File: config.mk
export PLATFORM = sky130hd
export DESIGN_NAME = isc_out_fifo
export DESIGN_NICKNAME = d
export VERILOG_FILES = /design/src/rtl/isc_pkg.sv /design/src/rtl/isc_out_fifo.sv
export SDC_FILE = /design/constraint.sdc
export NUM_CORES = 1
export LEC_CHECK = 0
export BUFFER_PORTS_ARGS = -buffer_cell sky130_fd_sc_hd__buf_2
export CAP_MARGIN = 20
export CORE_MARGIN = 4
export CORE_UTILIZATION = 39
export CTS_CLUSTER_SIZE = 28
export DETAILED_ROUTE_END_ITERATION = 8
export HOLD_SLACK_MARGIN = 0.15
export PLACE_DENSITY = 0.58
export SYNTH_ARGS = -nofsm -noshare
export SYNTH_HDL_FRONTEND = slang
export SYNTH_SLANG_ARGS = --single-unit
File: constraint.sdc
create_clock -name clk -period 8.2 [get_ports clk]
set_input_delay 0.82 -clock clk [delete_from_list [all_inputs] [get_ports clk]]
set_output_delay 0.82 -clock clk [all_outputs]
set_load 0.02 [all_outputs]
File: src/rtl/isc_pkg.sv
// ----------------------------------------------------------------------------
// isc_pkg
// Types, codes and constants of the still-window IMU calibrator.
// ----------------------------------------------------------------------------
package isc_pkg;

  localparam int unsigned MAX_WINDOW_LOG2 = 12;
  localparam int unsigned MIN_WINDOW_LOG2 = 4;
  localparam int unsigned K_W             = 5;
  localparam int unsigned WLOG_W          = 4;
  localparam int unsigned SAMPLE_W        = 16;
  localparam int unsigned SQM_W           = 2 * SAMPLE_W - 1;
  localparam int unsigned LIMIT_W         = 30;
  localparam int unsigned ANGLE_W         = 15;
  localparam int unsigned CFG_W           = 30;
  localparam int unsigned CFG_IDX_W       = 3;
  localparam int unsigned OUT_DEPTH       = 8;
  localparam int unsigned OUT_AW          = $clog2(OUT_DEPTH);
  localparam int unsigned OUT_CNT_W       = $clog2(OUT_DEPTH + 1);

  localparam logic [WLOG_W-1:0]  RST_WINDOW_LOG2  = 4'd10;
  localparam logic [LIMIT_W-1:0] RST_GYRO_LIMIT   = 30'd5625;
  localparam logic [LIMIT_W-1:0] RST_ACCEL_LIMIT  = 30'd697225;
  localparam logic [ANGLE_W-1:0] RST_ORIENT_LIMIT = 15'd8354;
  localparam logic [ANGLE_W-1:0] RST_VERIFY_LIMIT = 15'd8;

  localparam logic [1:0] AXIS_Z = 2'd2;
  localparam logic [1:0] AXIS_NONE = 2'd3;

  typedef enum logic [2:0] {
    OP_SAMPLE       = 3'd0,
    OP_START_BIAS   = 3'd1,
    OP_START_POS    = 3'd2,
    OP_START_VERIFY = 3'd3,
    OP_FIT          = 3'd4
  } opcode_t;

  typedef enum logic [CFG_IDX_W-1:0] {
    CFG_WINDOW_LOG2  = 3'd0,
    CFG_GYRO_LIMIT   = 3'd1,
    CFG_ACCEL_LIMIT  = 3'd2,
    CFG_ORIENT_LIMIT = 3'd3,
    CFG_VERIFY_LIMIT = 3'd4
  } cfg_idx_t;

  typedef enum logic [2:0] {
    ST_PASS           = 3'd0,
    ST_MOVED          = 3'd1,
    ST_ORIENT         = 3'd2,
    ST_NO_BIAS        = 3'd3,
    ST_VERIFY_HIGH    = 3'd4,
    ST_FIT_INCOMPLETE = 3'd5
  } status_t;

  typedef enum logic [1:0] {
    MODE_IDLE   = 2'd0,
    MODE_BIAS   = 2'd1,
    MODE_POS    = 2'd2,
    MODE_VERIFY = 2'd3
  } mode_t;

  typedef enum logic [1:0] {
    EV_BIAS_START   = 2'd0,
    EV_VERIFY_START = 2'd1,
    EV_FIT          = 2'd2,
    EV_WINDOW_END   = 2'd3
  } kind_t;

  typedef struct packed {
    kind_t          kind;
    mode_t          mode;
    logic [1:0]     axis;
    logic           sign;
    logic [K_W-1:0] k;
  } ev_ctrl_t;

  typedef struct packed {
    status_t       status;
    logic [15:0]   x;
    logic [15:0]   y;
    logic [15:0]   z;
    logic [15:0]   span;
    logic [2:0]    flags;
  } result_t;

  function automatic logic [K_W-1:0] clamp_k(input logic [WLOG_W-1:0] wl,
                                             input int unsigned max_k);
    logic [K_W-1:0] k;
    k = K_W'(wl);
    if (wl < WLOG_W'(MIN_WINDOW_LOG2)) begin
      k = K_W'(MIN_WINDOW_LOG2);
    end else if (K_W'(wl) > K_W'(max_k)) begin
      k = K_W'(max_k);
    end
    return k;
  endfunction

endpackage

File: src/rtl/isc_out_fifo.sv
// ----------------------------------------------------------------------------
// isc_out_fifo
// Result queue between the decision stage and the output channel.
// ----------------------------------------------------------------------------
module isc_out_fifo (
  input  logic                             clk,
  input  logic                             rst,
  input  logic                             wr_en,
  input  isc_pkg::result_t                 wr_data,
  input  logic                             rd_en,
  output logic                             rd_valid,
  output isc_pkg::result_t                 rd_data,
  output logic [isc_pkg::OUT_CNT_W-1:0]    count
);
  import isc_pkg::*;

  result_t           mem [OUT_DEPTH];
  logic [OUT_AW-1:0] wr_ptr;
  logic [OUT_AW-1:0] rd_ptr;

  always_ff @(posedge clk) begin
    if (wr_en) begin
      mem[wr_ptr] <= wr_data;
    end
  end

  always_ff @(posedge clk) begin
    if (rst) begin
      wr_ptr <= '0;
      rd_ptr <= '0;
      count  <= '0;
    end else begin
      if (wr_en) begin
        wr_ptr <= wr_ptr + OUT_AW'(1);
      end
      if (rd_en) begin
        rd_ptr <= rd_ptr + OUT_AW'(1);
      end
      if (wr_en && !rd_en) begin
        count <= count + OUT_CNT_W'(1);
      end else if (!wr_en && rd_en) begin
        count <= count - OUT_CNT_W'(1);
      end
    end
  end

  assign rd_valid = (count != '0);
  assign rd_data  = mem[rd_ptr];

endmodule

Word-level counts from Yosys, hierarchy flattened
Memory sizes are Yosys's and may differ from the RTL's. A register that Yosys moved wholly into a read port is not among the register bits.
Index checks and enable logic that the tools add are counted.
{ "totals": {"in_bits": 74, "ff_bits": 10, "latchBits": 0, "n_memories": 1, "romBits": 0, "wordCells": 20, "ramBits": 560} }
{ "classes": {"eq_ne": 0, "mul": 0, "bitwise_logic": 0, "shifts": 0, "div": 0, "n_reduce_logical": 6, "muxes": 6, "addsub": 4, "magnitude_cmp": 0} }
{ "mem_list": {"columns": ["memory", "depth", "word_bits", "read_ports", "rd_clocked_by_memory_dff", "wr", "line_no", "source"], "rows": [
  ["mem", 8, 70, 1, 1, 1, "isc_out_fifo.sv:17", "result_t mem [OUT_DEPTH];"]
]} }
{ "op_table": {"columns": ["operator", "n"], "rows": [
  ["2-to-1 mux 4 bit", 2],
  ["adder 3 x 1 -> 3 bit (second input constant)", 2],
  ["2-to-1 mux 3 bit", 2],
  ["adder 4 x 1 -> 4 bit (second input constant)", 1],
  ["nonzero test 4 bit", 1],
  ["subtractor 4 x 1 -> 4 bit (second input constant)", 1],
  ["logical AND 1 bit", 2],
  ["zero test 1 bit", 2],
  ["2-to-1 mux 1 bit", 2],
  ["nonzero test 2 bit", 1]
]} }

Longest topological paths before layout
Gate-level depths: netlist of run 1.
{ "logic_depth": {"word_depth": 4, "depth_mapped": 8} }

Worst setup path before layout of run 1
Ideal clock, no wire load.
{ "synth_path": {"kind": "input-to-reg", "start": "input wr_en", "end": "memory mem[0][0] (netlist name) (enable)", "setup_ps": 584, "path_stages": 2, "path_buffers": 0, "slack_ps": 1932, "t_arrival_ps": 5683, "path_cell_list": "nand2b_1 nor3_1"} }
{ "synth_between": {"elab_chain_cells": 2} }
{ "synth_rtl": {"columns": ["item", "line_no", "source"], "rows": [
  ["from (decl)", "isc_out_fifo.sv:8", "input logic wr_en,"],
  ["2-to-1 mux 1 bit", "isc_out_fifo.sv:22", "if (wr_en) begin"],
  ["2-to-1 mux 1 bit (implied by the code)", "isc_out_fifo.sv:23", "mem[wr_ptr] <= wr_data;"],
  ["to (decl)", "isc_out_fifo.sv:17", null]
]} }
No other way between the ends.

==> results.toml, run 1 <==
[outcome]
outcome = "finished clean"

[power_and_ir_drop]
total_leakage_power_nw = 7.97
peakVddDrop_uv = 151
power.density_cell_area_nw_per_um2 = 252

[sta]
setup_ws_ps = 4080
finClkSkew_ps = 19.9
final-max-slew-violation-count = 0
timing.final.setup_violations = 0
layout_worst_path_cycle_share_pct = 50.2
finalWorstPathRequiredPeriod_ps = 4120
tightestPinTransition_ps = 1040
hold_viol_final = 0
finalSetupTns_ps = 0
slew_headroom_pct = 30.8
grt_setup_unrepaired = "false"
achievable-frequency_ghz = 0.243

[clocking]
cts_post_setup_buffers_inserted = 0
clock_tree_from_tritoncts = "built"
cts.hold.buffers_added = 0
cts_repair_resizes = 0
clk-insertion-delay-late_ps = 600
cts_inserted_buffers = 59
ctsRootBufferMaster = "sky130_fd_sc_hd__clkbuf_16"
cts-root-to-sink-buffers = 3
clk_pin_slew_ps = 60
htree_levels = 2
clock-sinks = 573

[final_layout]
layout-drive-gt1-share_pct = 42.6
synthToLayoutAreaGrowth_pct = 16.3
fillCellCount = 4592
post_layout_nonfiller_instances = 1869
post-route-cell-area_sq_um = 25100
final_net_count = 1146

[floorplan]
core_box_area_sq_um = 55000
die_area_sq_um = 59300
die_h_microns = 243
fp-row-count = 86
starting_density_pct = 39.3
floorplan.io_pins = 149
dieWidth_microns = 243

[synthesis]
synthMostInstantiatedCell = "sky130_fd_sc_hd__edfxtp_1"
synth-seq-area-share_pct = 79.0
post_synth_main_area_contributors = "sky130_fd_sc_hd__edfxtp_1 78%, sky130_fd_sc_hd__mux4_2 15%, sky130_fd_sc_hd__mux2_2 3.7%, sky130_fd_sc_hd__dfxtp_1 1.2%, sky130_fd_sc_hd__buf_6 0.57%"
post_synth_most_frequent_cells = "560 x sky130_fd_sc_hd__edfxtp_1, 140 x sky130_fd_sc_hd__mux4_2, 71 x sky130_fd_sc_hd__mux2_2, 18 x sky130_fd_sc_hd__nor2_1, 15 x sky130_fd_sc_hd__clkbuf_1"
synth.distinct_cells = 24
syn-num-nets = 958
synth_top_flop_cell = "sky130_fd_sc_hd__edfxtp_1"
syn_avg_cell_area_sq_um = 24.6
netlist_area_sq_um = 21600
synth-edff-count = 560
asyncSetResetFlopFracSynth_pct = 0
synthDominantCellAreaShare_pct = 77.8
synthesis_stage_register_bit_count = 573
yosys_warnings = 0
synthCells = 878
synth_area_leader_cell = "sky130_fd_sc_hd__edfxtp_1"

[setup_path]
timing.critical_path.slowest_stage_cell = "sky130_fd_sc_hd__buf_4"
critical_path_arrival_ps = 3300
reg2regPathDepth = 3
reg2reg_slack_ps = 5550
regToRegEndpoint = "mem[4][30]"
critical_path.top_delay_family = "buffers and inverters"
critPathBufInv = 3
endpoint_kind = "primary output"
crit_path_end = "rd_data[20]"
worst-path-max-fanout = 36
crit_path_cell_trace = "buf_16, buf_4, mux4_2, mux2_2, buf_2"
critical_path.startpoint_type = "flip-flop"
required_ps = 7380
crit_path_kind = "flip-flop to primary output"
critical_path_cell_count = 5
slowest_delay_ps = 650
rr_startpoint = "wr_ptr[0]"

[placement]
dpl_worst_slack_ps = 4350
gpl.final_weighted_congestion = 0.691
total_cell_area_at_the_placement_stage_sq_um = 23300
placedCellCount = 1751
place.port_buffers = 148
detailedPlacementHpwl_microns = 23100

[detailed_routing]
postRouteAntennaNets = 0
routed_wire_length_per_instance_microns = 23.1
dr.first_iter.drc_count = 735
vias_per_cell = 5.10
firstDrtPassIters = 4
routed-via-count = 9537
drc = 0
totalWireLength_microns = 43100

[grt]
number_of_antenna_violations_at_the_first_check_in_global_routing = 10
maximum_number_of_pins_on_one_net_before_global_route_repair = 67
grt_pass1_wl_microns = 65100
globalRoute.totalOverflow = 0
grt.total_usage_pct = 14.6
grt_pass1_vias = 10100

[min_path]
holdCritPathClass = "primary input to flip-flop"

[run]
timing.max_cap.violations = 0
-- worst register-to-register path, delay by kind of cell (launching register included) --
family	cells	cell delay [ps]
AND/OR/NAND/NOR	2	950
flip-flops	1	330
buffers and inverters	1	840
-- final cells by class --
cell class              count  area (sq um)  area share [%]
well taps                 748           936            3.72
multi-input cells         261          4330            17.2
flip-flops and latches    573         17100            68.0
repair buffers            169           951            3.78
inverters                   2          7.51          0.0299
diodes                      5          12.5          0.0498
clock buffers              70          1560            6.21
clock inverters            41           249           0.991
-- worst min-delay path by stage --
stage | start | endpoint | slack, ps | cells after the start
6_report | wr_data[47] | mem[4][47] | 490 | 1
3_3_place_gp | wr_ptr[0] | wr_ptr[0] | 490 | 2
3_5_place_dp | wr_ptr[0] | wr_ptr[0] | 500 | 2
5_1_grt | wr_data[17] | mem[6][17] | 470 | 1
4_1_cts | wr_data[41] | mem[3][41] | 440 | 1
2_1_floorplan | wr_ptr[0] | wr_ptr[0] | 470 | 2
-- layer usage --
metal / wire [microns] / global-route usage, %
met1: 18900 / 20.2
met5: 98 / 0
met4: 851 / 3.96
met2: 20700 / 23.3
met3: 2580 / 3.57
-- state kept, by name, indices dropped and copies added, names as in the netlist, named ones only --
| signal | cells |
|---|---|
| count | 4 |
| mem | 560 |
| rd_ptr | 3 |
| wr_ptr | 3 |
-- logic make-up (layout without fill, tap and decap cells) --
| group | Yosys count | after routing | synth area share (%) |
|---|---|---|---|
| AO/OA/AOI/OAI | 5 | 5 | 0.133 |
| flip-flops | 573 | 573 | 79.0 |
| AND/OR/NAND/NOR | 31 | 31 | 0.631 |
| buffers and inverters | 44 | 282 | 1.23 |
| XOR/XNOR | 5 | 5 | 0.203 |
| multiplexers | 214 | 214 | 18.4 |
| other | 0 | 5 | 0 |
| adder cells (fa/ha/maj) | 6 | 6 | 0.382 |
-- where the power goes --
group / switching (mW) / internal, mW / total (mW) / leakage (nW)
combinational: 0.302 / 0.245 / 0.547 / 1.89
clock: 1.07 / 1.41 / 2.48 / 0.882
sequential: 0.0288 / 3.28 / 3.31 / 5.20
-- layout by cell type (no fill, tap or decap), types with 4 or more instances in the layout --
cell type | synthesis | final
sky130_fd_sc_hd__buf_2 | 14 | 148
sky130_fd_sc_hd__buf_4 | 0 | 18
sky130_fd_sc_hd__clkbuf_1 | 15 | 9
sky130_fd_sc_hd__clkbuf_16 | 0 | 61
sky130_fd_sc_hd__clkinv_1 | 0 | 18
sky130_fd_sc_hd__clkinv_2 | 0 | 15
sky130_fd_sc_hd__clkinvlp_4 | 0 | 5
sky130_fd_sc_hd__dfxtp_1 | 13 | 10
sky130_fd_sc_hd__diode_2 | 0 | 5
sky130_fd_sc_hd__edfxtp_1 | 560 | 560
sky130_fd_sc_hd__ha_1 | 5 | 5
sky130_fd_sc_hd__mux2_2 | 71 | 71
sky130_fd_sc_hd__mux4_2 | 140 | 140
sky130_fd_sc_hd__nand2_1 | 4 | 4
sky130_fd_sc_hd__nand2b_1 | 4 | 4
sky130_fd_sc_hd__nor2_1 | 18 | 12
sky130_fd_sc_hd__nor2_4 | 0 | 6
-- per-stage QoR --
step                      hold WS [ps]  power, mW  utilization (%)
after floorplan                    475       3.75                -
after global placement             493       3.92             42.3
after detailed placement           496       3.93             42.3
after CTS                          441       6.44             45.6
after global routing               472       6.60             45.7
final                              487       6.34             45.7
(Power assumes the default switching activity.)
==> run 2, diff against run 1 <==
--- a/config.mk
+++ b/config.mk
@@ -12,7 +12,7 @@
 export CTS_CLUSTER_SIZE = 28
 export DETAILED_ROUTE_END_ITERATION = 8
 export HOLD_SLACK_MARGIN = 0.15
-export PLACE_DENSITY = 0.58
+export PLACE_DENSITY = 0.6
 export SYNTH_ARGS = -nofsm -noshare
 export SYNTH_HDL_FRONTEND = slang
 export SYNTH_SLANG_ARGS = --single-unit
==> constraint.sdc (replaced) <==
create_clock -name clk -period 3.7 [get_ports clk]
set_input_delay 0.37 -clock clk [delete_from_list [all_inputs] [get_ports clk]]
set_output_delay 0.37 -clock clk [all_outputs]
set_load 0.02 [all_outputs]
==> results.toml, run 2 (synthesized netlist as in run 1, its figures left out) <==
[floorplan]
die_area_sq_um = 59300
starting_density_pct = 39.3
fp-row-count = 86
dieWidth_microns = 243
floorplan.io_pins = 149
die_h_microns = 243
core_box_area_sq_um = 55000

[placement]
placedCellCount = 1752
place.port_buffers = 148
dpl_worst_slack_ps = 1260
detailedPlacementHpwl_microns = 22000
gpl.final_weighted_congestion = 0.675

[grt]
maximum_number_of_pins_on_one_net_before_global_route_repair = 71
grt.total_usage_pct = 14.7
grt_pass1_vias = 10700
globalRoute.totalOverflow = 0
grt_pass1_wl_microns = 66100
number_of_antenna_violations_at_the_first_check_in_global_routing = 6

[sta]
finClkSkew_ps = 8.23
finalWorstPathRequiredPeriod_ps = 3000
setup_ws_ps = 697
tightestPinTransition_ps = 834
finalSetupTns_ps = 0
layout_worst_path_cycle_share_pct = 81.2
hold_viol_final = 0
slew_headroom_pct = 44.4
grt_setup_unrepaired = "false"
achievable-frequency_ghz = 0.333
hold-worst-slack_ps = 512
timing.final.setup_violations = 0
final-max-slew-violation-count = 0

[detailed_routing]
vias_per_cell = 5.06
totalWireLength_microns = 43300
drc = 0
routed_wire_length_per_instance_microns = 22.4
firstDrtPassIters = 4
routed-via-count = 9776
dr.first_iter.drc_count = 725
postRouteAntennaNets = 0

[power_and_ir_drop]
peakVddDrop_uv = 322
power.density_cell_area_nw_per_um2 = 539
total_leakage_power_nw = 8.26

[setup_path]
crit_path_kind = "flip-flop to primary output"
timing.critical_path.slowest_stage_cell = "sky130_fd_sc_hd__dfxtp_4"
crit_path_cell_trace = "buf_4, mux4_2, mux2_2, buf_2"
critical_path.top_delay_family = "flip-flops"
endpoint_kind = "primary output"
required_ps = 3330
rr_startpoint = "wr_ptr[1]"
critPathBufInv = 2
critical_path.startpoint_type = "flip-flop"
slowest_delay_ps = 830
reg2reg_slack_ps = 1740
worst-path-max-fanout = 42
critical_path_arrival_ps = 2630

[clocking]
cts_repair_resizes = 0
clk-insertion-delay-late_ps = 590
cts_inserted_buffers = 57
ctsRootBufferMaster = "sky130_fd_sc_hd__clkbuf_16"
clock-sinks = 573
cts.hold.buffers_added = 74
cts_post_setup_buffers_inserted = 0
cts-root-to-sink-buffers = 3
htree_levels = 2
clk_pin_slew_ps = 60
clock_tree_from_tritoncts = "built"

[final_layout]
largest_reg_flops = 560
final_common_cell = "sky130_fd_sc_hd__edfxtp_1"
largest_regs = "mem x560, count x4"
layout-drive-gt1-share_pct = 39.5
final_net_count = 1217
max_flop_register = "mem"
post_layout_nonfiller_instances = 1932
mostFrequentLayoutCells = "560 x sky130_fd_sc_hd__edfxtp_1, 148 x sky130_fd_sc_hd__buf_2, 140 x sky130_fd_sc_hd__mux4_2"
fillCellCount = 4500
synthToLayoutAreaGrowth_pct = 19.8

[min_path]
hold_start = "wr_ptr[0]"
holdCritPathClass = "flip-flop to flip-flop"

[run]
timing.max_cap.violations = 0

[outcome]
outcome = "finished clean"
run 2: layer usage:
layer | wire (microns) | vias to the layer above | track usage (%)
li1 | - | 4270 | -
met1 | 18900 | 5229 | 20.0
met2 | 21300 | 209 | 24.1
met3 | 2340 | 64 | 3.89
met4 | 696 | 4 | 3.36
met5 | 27 | - | 0
run 2: metrics by stage:
stage          instance area (sq um)  total power [mW]  util [%]
2_1_floorplan                  21600              8.31         -
3_3_place_gp                   23400              8.71      42.6
3_5_place_dp                   23400              8.74      42.6
4_1_cts                        25900              14.2      47.1
5_1_grt                        25900              14.6      47.1
6_report                       25900              14.0      47.1
run 2: final timing paths:
path,to,cells after the start
worst max register to register,mem[2][5],3
worst min-delay path,wr_ptr[0],2
worst min register to register,wr_ptr[0],2
worst max-delay path,rd_data[47],4
run 2: layout make-up:
type	count	area (sq um)	share of cell area, %
repair buffers	242	1780	6.88
inverters	2	7.51	0.0290
clock inverters	25	144	0.556
flip-flops and latches	573	17100	66.0
diodes	4	10.0	0.0386
multi-input cells	261	4340	16.8
clock buffers	77	1590	6.15
well taps	748	936	3.61
run 2: power breakdown:
part           internal [mW]  switching (mW)  total [mW]
Clock                   3.06            2.28        5.34
Combinational          0.606           0.682        1.29
Sequential              7.27          0.0715        7.34
run 2: tightest hold or removal path, delay by kind of cell, from the launching register on:
kind / cells / cell delay, ps
compound gates: 1 / 60
flops: 1 / 330
simple gates: 1 / 80
